$ cat src/rtl/assert_macros.svh
// ---------------------------------------------------------------------------
// assert_macros.svh
// Concurrent assertion shorthands shared by the decoder RTL.
// ---------------------------------------------------------------------------
`ifndef ASSERT_MACROS_SVH
`define ASSERT_MACROS_SVH

// Property checked at every rising edge of clk, off while rst is high.
`define ASSERT_CLK(label, prop, msg) \
  label: assert property (@(posedge clk) disable iff (rst) (prop)) else $error(msg);

// Implication checked at every rising edge of clk, off while rst is high.
`define ASSERT_IMPL(label, ante, cons, msg) \
  label: assert property (@(posedge clk) disable iff (rst) (ante) |-> (cons)) \
    else $error(msg);

`endif

$ cat src/rtl/adbd_pkg.sv
// ---------------------------------------------------------------------------
// adbd_pkg
// Shared types, register indexes and decode tables for the ADPCM decoder.
// ---------------------------------------------------------------------------
`timescale 1ns / 1ps

package adbd_pkg;

  // input word: one stream byte
  typedef struct packed {
    logic [7:0] data_byte;
    logic       start_req;
  } in_t;

  // output word: one decoded sample or the end marker
  typedef struct packed {
    logic signed [15:0] pcm_sample;
    logic               last;
    logic               phrase_done;
  } out_t;

  // configuration port
  localparam int CFG_IDX_W  = 1;
  localparam int CFG_DATA_W = 1;
  localparam logic [CFG_IDX_W-1:0] CFG_LOW_NIBBLE_FIRST = 1'd0;
  localparam logic [CFG_IDX_W-1:0] CFG_INVERT_SIGN      = 1'd1;

  typedef struct packed {
    logic low_nibble_first;
    logic invert_sign;
  } cfg_t;

  // work item handed from parser to decoder
  typedef struct packed {
    logic       is_end;  // zero header: emit end marker
    logic       clr;     // phrase restart: clear step index and accumulator first
    logic [3:0] nib0;    // first code, already ordered and sign-adjusted
    logic [3:0] nib1;    // second code
  } job_t;

  // step size by [step index][code magnitude]
  localparam logic [7:0] STEP_MAG [16][8] = '{
    '{8'd0, 8'd0,  8'd1,  8'd2,  8'd3,  8'd5,   8'd7,   8'd10},
    '{8'd0, 8'd1,  8'd2,  8'd3,  8'd4,  8'd6,   8'd8,   8'd13},
    '{8'd0, 8'd1,  8'd2,  8'd4,  8'd5,  8'd7,   8'd10,  8'd15},
    '{8'd0, 8'd1,  8'd3,  8'd4,  8'd6,  8'd9,   8'd13,  8'd19},
    '{8'd0, 8'd2,  8'd3,  8'd5,  8'd8,  8'd11,  8'd15,  8'd23},
    '{8'd0, 8'd2,  8'd4,  8'd7,  8'd10, 8'd14,  8'd19,  8'd29},
    '{8'd0, 8'd3,  8'd5,  8'd8,  8'd12, 8'd16,  8'd22,  8'd33},
    '{8'd1, 8'd4,  8'd7,  8'd10, 8'd15, 8'd20,  8'd29,  8'd43},
    '{8'd1, 8'd4,  8'd8,  8'd13, 8'd18, 8'd25,  8'd35,  8'd53},
    '{8'd1, 8'd6,  8'd10, 8'd16, 8'd22, 8'd31,  8'd43,  8'd64},
    '{8'd2, 8'd7,  8'd12, 8'd19, 8'd27, 8'd37,  8'd51,  8'd76},
    '{8'd2, 8'd9,  8'd16, 8'd24, 8'd34, 8'd46,  8'd64,  8'd96},
    '{8'd3, 8'd11, 8'd19, 8'd29, 8'd41, 8'd57,  8'd79,  8'd117},
    '{8'd4, 8'd13, 8'd24, 8'd36, 8'd50, 8'd69,  8'd96,  8'd143},
    '{8'd4, 8'd16, 8'd29, 8'd44, 8'd62, 8'd85,  8'd118, 8'd175},
    '{8'd6, 8'd20, 8'd36, 8'd54, 8'd76, 8'd104, 8'd144, 8'd214}
  };

  // step index adjustment by code magnitude
  localparam logic signed [2:0] INDEX_MOVE [8] = '{
    -3'sd1, -3'sd1, 3'sd0, 3'sd0, 3'sd1, 3'sd2, 3'sd2, 3'sd3
  };

endpackage

$ cat src/rtl/adbd_front.sv
// ---------------------------------------------------------------------------
// adbd_front
// Stream parser: classifies each byte and queues decode jobs.
// ---------------------------------------------------------------------------
`timescale 1ns / 1ps

module adbd_front #(
  parameter int FIXED_BLOCK_BYTES = 128
) (
  input  logic          clk,
  input  logic          rst,
  input  logic          take,      // input word accepted this cycle
  input  adbd_pkg::in_t word,
  input  adbd_pkg::cfg_t cfg,
  output logic          push,
  output adbd_pkg::job_t job
);
  import adbd_pkg::*;

  localparam logic [1:0] MODE_HEADER = 2'd0;
  localparam logic [1:0] MODE_COUNT  = 2'd1;
  localparam logic [1:0] MODE_DATA   = 2'd2;
  localparam logic [7:0] FIXED_LEN   = 8'(FIXED_BLOCK_BYTES);

  logic [1:0] mode, mode_next;
  logic [7:0] remain, remain_next;
  logic       finished, finished_next;
  logic       pend_clr;

  logic [1:0] mode_eff;
  logic [7:0] remain_eff;
  logic       fin_eff;
  logic [8:0] cnt_sum;
  logic [7:0] pairs;
  logic [3:0] hi, lo;
  logic       is_end, is_data;

  always_comb begin
    mode_eff   = word.start_req ? MODE_HEADER : mode;
    remain_eff = word.start_req ? 8'd0 : remain;
    fin_eff    = word.start_req ? 1'b0 : finished;
    cnt_sum    = {1'b0, word.data_byte} + 9'd1;
    pairs      = cnt_sum[8:1];
    hi = word.data_byte[7:4] ^ {cfg.invert_sign, 3'b000};
    lo = word.data_byte[3:0] ^ {cfg.invert_sign, 3'b000};

    mode_next     = mode_eff;
    remain_next   = remain_eff;
    finished_next = fin_eff;
    is_end        = 1'b0;
    is_data       = 1'b0;

    if (!fin_eff) begin
      unique case (mode_eff)
        MODE_COUNT: begin
          remain_next = pairs;
          mode_next   = (pairs != 8'd0) ? MODE_DATA : MODE_HEADER;
        end
        MODE_DATA: begin
          is_data     = 1'b1;
          remain_next = remain_eff - 8'd1;
          if (remain_next == 8'd0) begin
            mode_next = MODE_HEADER;
          end
        end
        default: begin
          mode_next = MODE_HEADER;
          if (word.data_byte == 8'd0) begin
            finished_next = 1'b1;
            is_end        = 1'b1;
          end else if (word.data_byte[6]) begin
            remain_next = FIXED_LEN;
            if (FIXED_LEN != 8'd0) begin
              mode_next = MODE_DATA;
            end
          end else if (word.data_byte[7]) begin
            mode_next = MODE_COUNT;
          end
        end
      endcase
    end

    push       = take && (is_end || is_data);
    job.is_end = is_end;
    job.clr    = pend_clr || word.start_req;
    job.nib0   = cfg.low_nibble_first ? lo : hi;
    job.nib1   = cfg.low_nibble_first ? hi : lo;
  end

  always_ff @(posedge clk) begin
    if (rst) begin
      mode     <= MODE_HEADER;
      remain   <= 8'd0;
      finished <= 1'b0;
      pend_clr <= 1'b0;
    end else if (take) begin
      mode     <= mode_next;
      remain   <= remain_next;
      finished <= finished_next;
      // a restart that queues nothing rides on the next job
      if (push) begin
        pend_clr <= 1'b0;
      end else if (word.start_req) begin
        pend_clr <= 1'b1;
      end
    end
  end

endmodule

$ cat src/rtl/adbd_queue.sv
// ---------------------------------------------------------------------------
// adbd_queue
// Two-entry job queue between the parser and the decoder.
// ---------------------------------------------------------------------------
`timescale 1ns / 1ps
`include "assert_macros.svh"

module adbd_queue (
  input  logic           clk,
  input  logic           rst,
  input  logic           push,
  input  adbd_pkg::job_t wr_job,
  output logic           full,
  input  logic           pop,
  output logic           avail,
  output adbd_pkg::job_t rd_job
);
  import adbd_pkg::*;

  localparam int DEPTH = 2;

  job_t       slot [DEPTH];
  logic       wr_ptr, rd_ptr;
  logic [1:0] count;

  assign full   = (count == 2'(DEPTH));
  assign avail  = (count != 2'd0);
  assign rd_job = slot[rd_ptr];

  always_ff @(posedge clk) begin
    if (push) begin
      slot[wr_ptr] <= wr_job;
    end
  end

  always_ff @(posedge clk) begin
    if (rst) begin
      wr_ptr <= 1'b0;
      rd_ptr <= 1'b0;
      count  <= 2'd0;
    end else begin
      if (push) begin
        wr_ptr <= ~wr_ptr;
      end
      if (pop) begin
        rd_ptr <= ~rd_ptr;
      end
      if (push && !pop) begin
        count <= count + 2'd1;
      end else if (pop && !push) begin
        count <= count - 2'd1;
      end
    end
  end

  `ASSERT_CLK(a_no_overflow, !(push && full && !pop), "job queue overflow")
  `ASSERT_CLK(a_no_underflow, !(pop && !avail), "job queue underflow")
  `ASSERT_IMPL(a_ptr_gap, count == 2'd1, wr_ptr != rd_ptr, "queue pointers out of step")

endmodule

$ cat src/rtl/adbd_back.sv
// ---------------------------------------------------------------------------
// adbd_back
// ADPCM decoder: runs queued jobs, one sample per cycle unless output is stalled.
// ---------------------------------------------------------------------------
`timescale 1ns / 1ps
`include "assert_macros.svh"

module adbd_back (
  input  logic           clk,
  input  logic           rst,
  input  logic           avail,
  input  adbd_pkg::job_t rd_job,
  output logic           pop,
  output logic           pcm_valid,
  input  logic           pcm_stall,
  output adbd_pkg::out_t pcm_word
);
  import adbd_pkg::*;

  job_t       cur;
  logic       cur_valid;
  logic       phase;     // 0: first nibble, 1: second nibble
  logic [3:0] step_idx, step_idx_next;
  logic [8:0] acc, acc_next;

  logic              out_ok, produce, done_now;
  logic [3:0]        code;
  logic [7:0]        mag;
  logic [8:0]        acc_new;
  logic signed [5:0] idx_sum;
  logic [3:0]        step_new;

  always_comb begin
    out_ok   = !pcm_valid || !pcm_stall;
    produce  = cur_valid && out_ok;
    done_now = produce && (cur.is_end || phase);
    pop      = avail && (!cur_valid || done_now);

    code    = phase ? cur.nib1 : cur.nib0;
    mag     = STEP_MAG[step_idx][code[2:0]];
    acc_new = code[3] ? (acc - {1'b0, mag}) : (acc + {1'b0, mag});
    idx_sum = $signed({2'b00, step_idx}) + {{3{INDEX_MOVE[code[2:0]][2]}},
                                            INDEX_MOVE[code[2:0]]};
    if (idx_sum[5]) begin
      step_new = 4'd0;
    end else if (idx_sum[4]) begin
      step_new = 4'd15;
    end else begin
      step_new = idx_sum[3:0];
    end

    acc_next      = acc;
    step_idx_next = step_idx;
    if (produce && !cur.is_end) begin
      acc_next      = acc_new;
      step_idx_next = step_new;
    end
    // restart wins over the last update of the previous phrase
    if (pop && rd_job.clr) begin
      acc_next      = 9'd0;
      step_idx_next = 4'd0;
    end
  end

  always_ff @(posedge clk) begin
    if (rst) begin
      cur_valid <= 1'b0;
      phase     <= 1'b0;
      step_idx  <= 4'd0;
      acc       <= 9'd0;
      pcm_valid <= 1'b0;
    end else begin
      if (produce) begin
        pcm_valid <= 1'b1;
      end else if (!pcm_stall) begin
        pcm_valid <= 1'b0;
      end

      acc      <= acc_next;
      step_idx <= step_idx_next;

      if (pop) begin
        cur_valid <= 1'b1;
        phase     <= 1'b0;
      end else if (done_now) begin
        cur_valid <= 1'b0;
        phase     <= 1'b0;
      end else if (produce) begin
        phase <= 1'b1;
      end
    end
  end

  always_ff @(posedge clk) begin
    if (pop) begin
      cur <= rd_job;
    end
    if (produce) begin
      if (cur.is_end) begin
        pcm_word.pcm_sample  <= 16'sd0;
        pcm_word.last        <= 1'b1;
        pcm_word.phrase_done <= 1'b1;
      end else begin
        pcm_word.pcm_sample  <= $signed({acc_new, 7'b0000000});
        pcm_word.last        <= phase;
        pcm_word.phrase_done <= 1'b0;
      end
    end
  end

  `ASSERT_IMPL(a_done_is_last, pcm_valid && pcm_word.phrase_done, pcm_word.last,
    "end marker without last")
  `ASSERT_IMPL(a_phase_busy, phase, cur_valid && !cur.is_end,
    "second nibble phase without a data job")
  `ASSERT_IMPL(a_hold_on_stall, $past(pcm_valid && pcm_stall) && !$past(rst),
    pcm_valid, "output word dropped while stalled")

endmodule

$ cat src/rtl/adpcm_block_stream_decoder_core.sv
// ---------------------------------------------------------------------------
// adpcm_block_stream_decoder_core
// ADPCM block stream decoder: parses phrase bytes, emits 16-bit samples.
// ---------------------------------------------------------------------------
//
//   channel   dir  handshake                 payload
//   byte      in   byte_valid / byte_stall   byte_word (data_byte, start_req)
//   pcm       out  pcm_valid / pcm_stall     pcm_word (pcm_sample, last,
//                                                      phrase_done)
//   cfg       in   cfg_we                    cfg_index, cfg_data
//
// A data byte yields two samples in the decoder, decoded in turn, since each
// sample needs the accumulator and step index left by the one before.
// Header, count and ignored bytes are consumed by the parser and queue
// nothing; the end marker is a single decoder job.
// byte_stall is high only while the two-entry job queue is full.
// rst is synchronous; it clears parser, queue, decoder state and config.
// A stalled pcm word holds in the output register; the decoder waits behind
// it while the parser keeps filling the queue until it is full.
//
`timescale 1ns / 1ps

module adpcm_block_stream_decoder_core #(
  parameter int FIXED_BLOCK_BYTES = 128   // data bytes in a bit-6 block, 1..255
) (
  input  logic                             clk,
  input  logic                             rst,
  // byte stream in
  input  logic                             byte_valid,
  output logic                             byte_stall,
  input  adbd_pkg::in_t                    byte_word,
  // samples out
  output logic                             pcm_valid,
  input  logic                             pcm_stall,
  output adbd_pkg::out_t                   pcm_word,
  // register writes
  input  logic                             cfg_we,
  input  logic [adbd_pkg::CFG_IDX_W-1:0]   cfg_index,
  input  logic [adbd_pkg::CFG_DATA_W-1:0]  cfg_data
);
  import adbd_pkg::*;

  cfg_t cfg;
  logic take;
  logic push, pop, full, avail;
  job_t wr_job, rd_job;

  // config registers; the user must write them only while the pipe is empty (not enforced here)
  always_ff @(posedge clk) begin
    if (rst) begin
      cfg <= '0;
    end else if (cfg_we) begin
      unique case (cfg_index)
        CFG_LOW_NIBBLE_FIRST: cfg.low_nibble_first <= cfg_data[0];
        CFG_INVERT_SIGN:      cfg.invert_sign      <= cfg_data[0];
        default: ;
      endcase
    end
  end

  assign byte_stall = full;
  assign take       = byte_valid && !byte_stall;

  // parser: tracks header/count/data mode, orders and flips nibbles
  adbd_front #(
    .FIXED_BLOCK_BYTES(FIXED_BLOCK_BYTES)
  ) u_front (
    .clk  (clk),
    .rst  (rst),
    .take (take),
    .word (byte_word),
    .cfg  (cfg),
    .push (push),
    .job  (wr_job)
  );

  adbd_queue u_queue (
    .clk    (clk),
    .rst    (rst),
    .push   (push),
    .wr_job (wr_job),
    .full   (full),
    .pop    (pop),
    .avail  (avail),
    .rd_job (rd_job)
  );

  // decoder: step table lookup, 9-bit wrapping accumulator, clamped index
  adbd_back u_back (
    .clk       (clk),
    .rst       (rst),
    .avail     (avail),
    .rd_job    (rd_job),
    .pop       (pop),
    .pcm_valid (pcm_valid),
    .pcm_stall (pcm_stall),
    .pcm_word  (pcm_word)
  );

endmodule

$ cat config.mk
export PLATFORM = sky130hd
export DESIGN_NAME = adpcm_block_stream_decoder_core
export DESIGN_NICKNAME = d
export VERILOG_FILES = /design/src/rtl/adbd_pkg.sv /design/src/rtl/adbd_front.sv /design/src/rtl/adbd_queue.sv /design/src/rtl/adbd_back.sv /design/src/rtl/adpcm_block_stream_decoder_core.sv
export VERILOG_INCLUDE_DIRS = /design/src /design/src/rtl
export SDC_FILE = /design/constraint.sdc
export NUM_CORES = 1
export LEC_CHECK = 0
export BUFFER_PORTS_ARGS = -buffer_cell sky130_fd_sc_hd__buf_2
export CAP_MARGIN = 10
export CORE_MARGIN = 2
export CORE_UTILIZATION = 35
export CTS_CLUSTER_DIAMETER = 200
export DETAILED_ROUTE_END_ITERATION = 6
export MAX_ROUTING_LAYER = met4
export SLEW_MARGIN = 0
export SYNTH_ARGS = -nofsm -noshare
export SYNTH_HDL_FRONTEND = slang
export SYNTH_SLANG_ARGS = --single-unit
$ cat constraint.sdc
create_clock -name clk -period 6.3 [get_ports clk]
set_input_delay 0.315 -clock clk [delete_from_list [all_inputs] [get_ports clk]]
set_output_delay 0.315 -clock clk [all_outputs]
set_load 0.05 [all_outputs]
==> metrics.txt <==
unrepaired setup endpoints after global routing no; number of enable-type register cells in the synthesized netlist 40; path type of the worst min-delay path input pin to flop; WL per Instance 15.0 µm; worst supply voltage drop on vdd 208 µV; clock root cell clkbuf_16; synthesized instance count 622; post-CTS setup-driven buffer insertion count 0; total via count after detailed routing 4536; later-pin clock latency in the skew report 320 ps; global-route congestion overflow total 0; count of pins over their slew limit 0; internal power contribution 0.00157 W; R2R setup slack 1130 ps; CTS buffer count 9; number of H-tree branching levels 3; number of gates given a new drive strength after cts 0; Iteration-0 DRC Markers 336; combinational family with the most area after synthesis simple AND/OR/NAND/NOR gates; clock skew after layout 6.08 ps; switching fraction of total power 43.4%; number of antenna-violating nets in the routed design 0; basic-gate share of the synthesized area counting and, or, nand and nor cells 20.7%; net switching power 0.00120 W; area growth from synthesis to layout 9.46%; part of the total power dissipated in the clock network 18.7%; power per standard cell area 460 nW/µm²; final-layout setup total negative slack 0 ps; DIE WIDTH 129 µm; Critical Path AT 5370 ps; maximum operating frequency 193 MHz; Crit-path slowest cell dfxtp_1; share of synthesized registers carrying an async set or reset 0%; final weighted congestion in routability-driven placement 0.933; adder-cell share of the synthesized area 7.79%; footprint of the multi-input gates 3270 µm²; area of the placeable core 15300 µm²; utilization of the core after routing 39.4%; ratio of final minimum period to clock period 82.1%; hold_buf cts 0; clock transition time at the flip-flop clock pins of the worst setup and hold paths 60 ps; number of cells traversed by the worst register-to-register path 19; via/cell ratio 5.38; starting density of the core 36.0%; Fillers 1548; final worst path period need 5170 ps; Synth Area in XOR/XNOR 5.58%; final hold violation count 0; number of synthesized register bits 75; relative contribution of sequential cells to total power 27.0%; top_reg_cell synth edfxtp_1; number of distinct library cell variants in the gate-level netlist after synthesis 73; maximum fanout along the worst path 13; share of power burned in combinational logic 54.3%; critical-path cell list inv_1 > ha_1 > inv_1 > mux4_2 > nand2_1 > a21oi_1 > a2111oi_2 > ha_1 > nor2_1 > xor2_1 > ha_1 > a21o_1 > a21oi_1 > nor2b_1 > o21ai_0 > a21oi_1 > or3_1 > a211o_1 > nand2_1; leak pwr 2.27 nW; number of top-level pins 36; clock tree from TritonCTS built; Placed Cells 827; wire length of the first global-routing pass 21200 µm; maximum number of buffers from clock root to sink 2; Total Routed Length 12600 µm; start point of the worst min-delay path pcm_stall; total number of placement rows 45; detailed placer's ending HPWL 9260 µm; count of antenna diodes in the layout 0; required time reported for the critical path endpoint 6500 ps; worst rel slew slack 37.2%; number of warnings reported in the yosys synthesis log 0; source of the worst register-to-register timing path u_back.step_idx[1]$_SDFFE_PP0P_; area enclosed by the die boundary 16700 µm²; Crit Reg-Reg Endpoint u_back.pcm_word[17]$_SDFFCE_PP0P_; initial antenna violation count 0; Worst Path Class, Setup flop to flop; layout cell share with drive strength beyond 1 13.1%; per-instance average area after synthesis 8.83 µm²; pin count of the biggest net entering global routing 45; power consumption 0.00277 W; sequential-to-total area share from yosys stat 34.6%; # setup viols final 0; Die Span Y 129 µm; result of the run finished clean; Worst Max-Slew Pin Slew 940 ps; share of the synthesized area in compound gates (AO/OA/AOI/OAI) 19.2%; critical path endpoint category flop; vias in the first global route 4397; port buffer count 28; footprint of the flip-flops and latches 1900 µm²; Clock Sink Count 75; Global Route Usage Sum 16.2%; DRC violation count after routing 0; maximum single-stage delay on the critical path 590 ps; number of optimization iterations in the first detailed-route pass 5; CP startpoint u_back.step_idx[1]$_SDFFE_PP0P_; Mapped Area 5490 µm²; Worst Setup EP u_back.pcm_word[17]$_SDFFCE_PP0P_; Max-Cap Viols 0; multiplexer area fraction after synthesis 5.77%; post-route non-filler standard cell count 843; type of origin of the critical path flop; number of nets in the layout 676
cells in the mapped netlist, types with 3 or more instances:
| cell type | count | share of area, % |
|---|---|---|
| inv_1 | 24 | 1.6 |
| o21bai_1 | 4 | 0.55 |
| edfxtp_1 | 40 | 22 |
| and3_1 | 5 | 0.57 |
| nand2_1 | 52 | 3.6 |
| o21ai_0 | 29 | 2.6 |
| nand4_1 | 5 | 0.57 |
| mux2_2 | 16 | 3.3 |
| nand2b_1 | 16 | 1.8 |
| ha_1 | 31 | 7.1 |
| xnor2_1 | 22 | 3.5 |
| nor3_1 | 18 | 1.6 |
| o221ai_1 | 3 | 0.48 |
| o21ai_1 | 6 | 0.55 |
| nor2_1 | 52 | 3.6 |
| xor2_1 | 13 | 2.1 |
| dfxtp_1 | 35 | 13 |
| and2_1 | 7 | 0.80 |
| a21oi_1 | 44 | 4.0 |
| o311ai_0 | 4 | 0.64 |
| a21o_1 | 4 | 0.55 |
| buf_4 | 8 | 1.1 |
| or2_2 | 5 | 0.57 |
| o211ai_1 | 12 | 1.6 |
| nor4_1 | 8 | 0.91 |
| mux2i_1 | 7 | 1.3 |
| and4_1 | 3 | 0.48 |
| a22oi_1 | 9 | 1.2 |
| buf_2 | 8 | 0.73 |
| or3_1 | 5 | 0.57 |
| nand3_1 | 12 | 1.1 |
| a211oi_1 | 8 | 1.1 |
| buf_6 | 5 | 1.0 |
| nor2b_1 | 20 | 2.3 |
| a31oi_1 | 10 | 1.1 |
| clkbuf_1 | 23 | 1.6 |
cells by family (layout without fill, tap and decap cells):
logic type | count (synthesis) | after routing
AND/OR/NAND/NOR | 220 | 220
AO/OA/AOI/OAI | 161 | 161
flip-flops | 75 | 75
buffers and inverters | 70 | 74
XOR/XNOR | 35 | 35
adder cells (fa/ha/maj) | 33 | 33
multiplexers | 27 | 27
other | 1 | 7
power groups by stage:
stage	combinational [W]	clock, W	sequential (W)
after floorplan	0.00112	0	0.000819
after global placement	0.00146	0	0.000753
after detailed placement	0.00148	0	0.000759
after CTS	0.00150	0.000530	0.000748
after global routing	0.00167	0.000552	0.000765
final	0.00150	0.000518	0.000747
worst max-delay path: cells and delay by family, from the launching register on:
kind / cells / cell delay (ps)
compound gates: 7 / 1710
fa+ha+maj: 3 / 1090
simple gates: 5 / 660
flops: 1 / 590
mux: 1 / 490
buf+inv: 2 / 350
xor+xnor: 1 / 160
layout make-up:
cell class	instances	area share [%]
Inverter	26	1.62
Timing Repair Buffer	32	2.83
Clock buffer	12	4.27
Clock inverter	4	0.812
Multi-Input combinational cell	483	54.4
Sequential cell	75	31.6
Tap cell	211	4.39
state kept, by name (all words and copies together) (netlist names), 2 cells and up, named ones only:
signal / count
cfg: 2
u_front.remain: 8
u_back.cur: 9
u_front.mode: 2
u_queue.slot: 20
u_back.acc: 9
u_back.pcm_word: 11
u_back.step_idx: 4
u_queue.count: 2
metrics by stage:
stage          setup slack [ps]  hold slack (ps)  instance area (µm²)
3_3_place_gp               1460              454                 5700
4_1_cts                    1150              231                 6010
2_1_floorplan              1770              394                 5510
6_report                   1130              244                 6010
3_5_place_dp               1200              463                 5700
5_1_grt                     631              262                 6010
worst min-delay path by stage:
stage	to	cells after the start
3_5_place_dp	u_back.acc[5]$_SDFFE_PP0P_	2
6_report	u_back.pcm_valid$_SDFFE_PP0P_	3
5_1_grt	u_back.pcm_valid$_SDFFE_PP0P_	3
2_1_floorplan	u_front.pend_clr$_SDFFE_PP0P_	1
3_3_place_gp	u_back.acc[7]$_SDFFE_PP0P_	2
4_1_cts	u_back.pcm_valid$_SDFFE_PP0P_	3
per-layer routing:
layer / GRT usage (%) / part of all wire, % / vias to the layer above
li1: - / - / 2254
met1: 19.7 / 46 / 2166
met2: 27.4 / 49 / 97
met3: 2.85 / 3.3 / 19
met4: 4.99 / 1.8 / 0
met5: - / 0 / -
cell usage in the layout (no fill, tap or decap), types with 8 or more instances in the layout:
| cell | instances |
|---|---|
| mux2_2 | 16 |
| a22oi_1 | 9 |
| nand3_1 | 12 |
| clkbuf_16 | 9 |
| nor4_1 | 8 |
| a211oi_1 | 8 |
| edfxtp_1 | 40 |
| buf_2 | 28 |
| nand2_1 | 52 |
| xnor2_1 | 22 |
| nor2b_1 | 20 |
| nand2b_1 | 16 |
| inv_1 | 24 |
| o211ai_1 | 12 |
| ha_1 | 31 |
| a21oi_1 | 44 |
| nor3_1 | 18 |
| o21ai_0 | 29 |
| dfxtp_1 | 35 |
| xor2_1 | 13 |
| a31oi_1 | 10 |
| nor2_1 | 52 |
(Power assumes the default switching activity.)
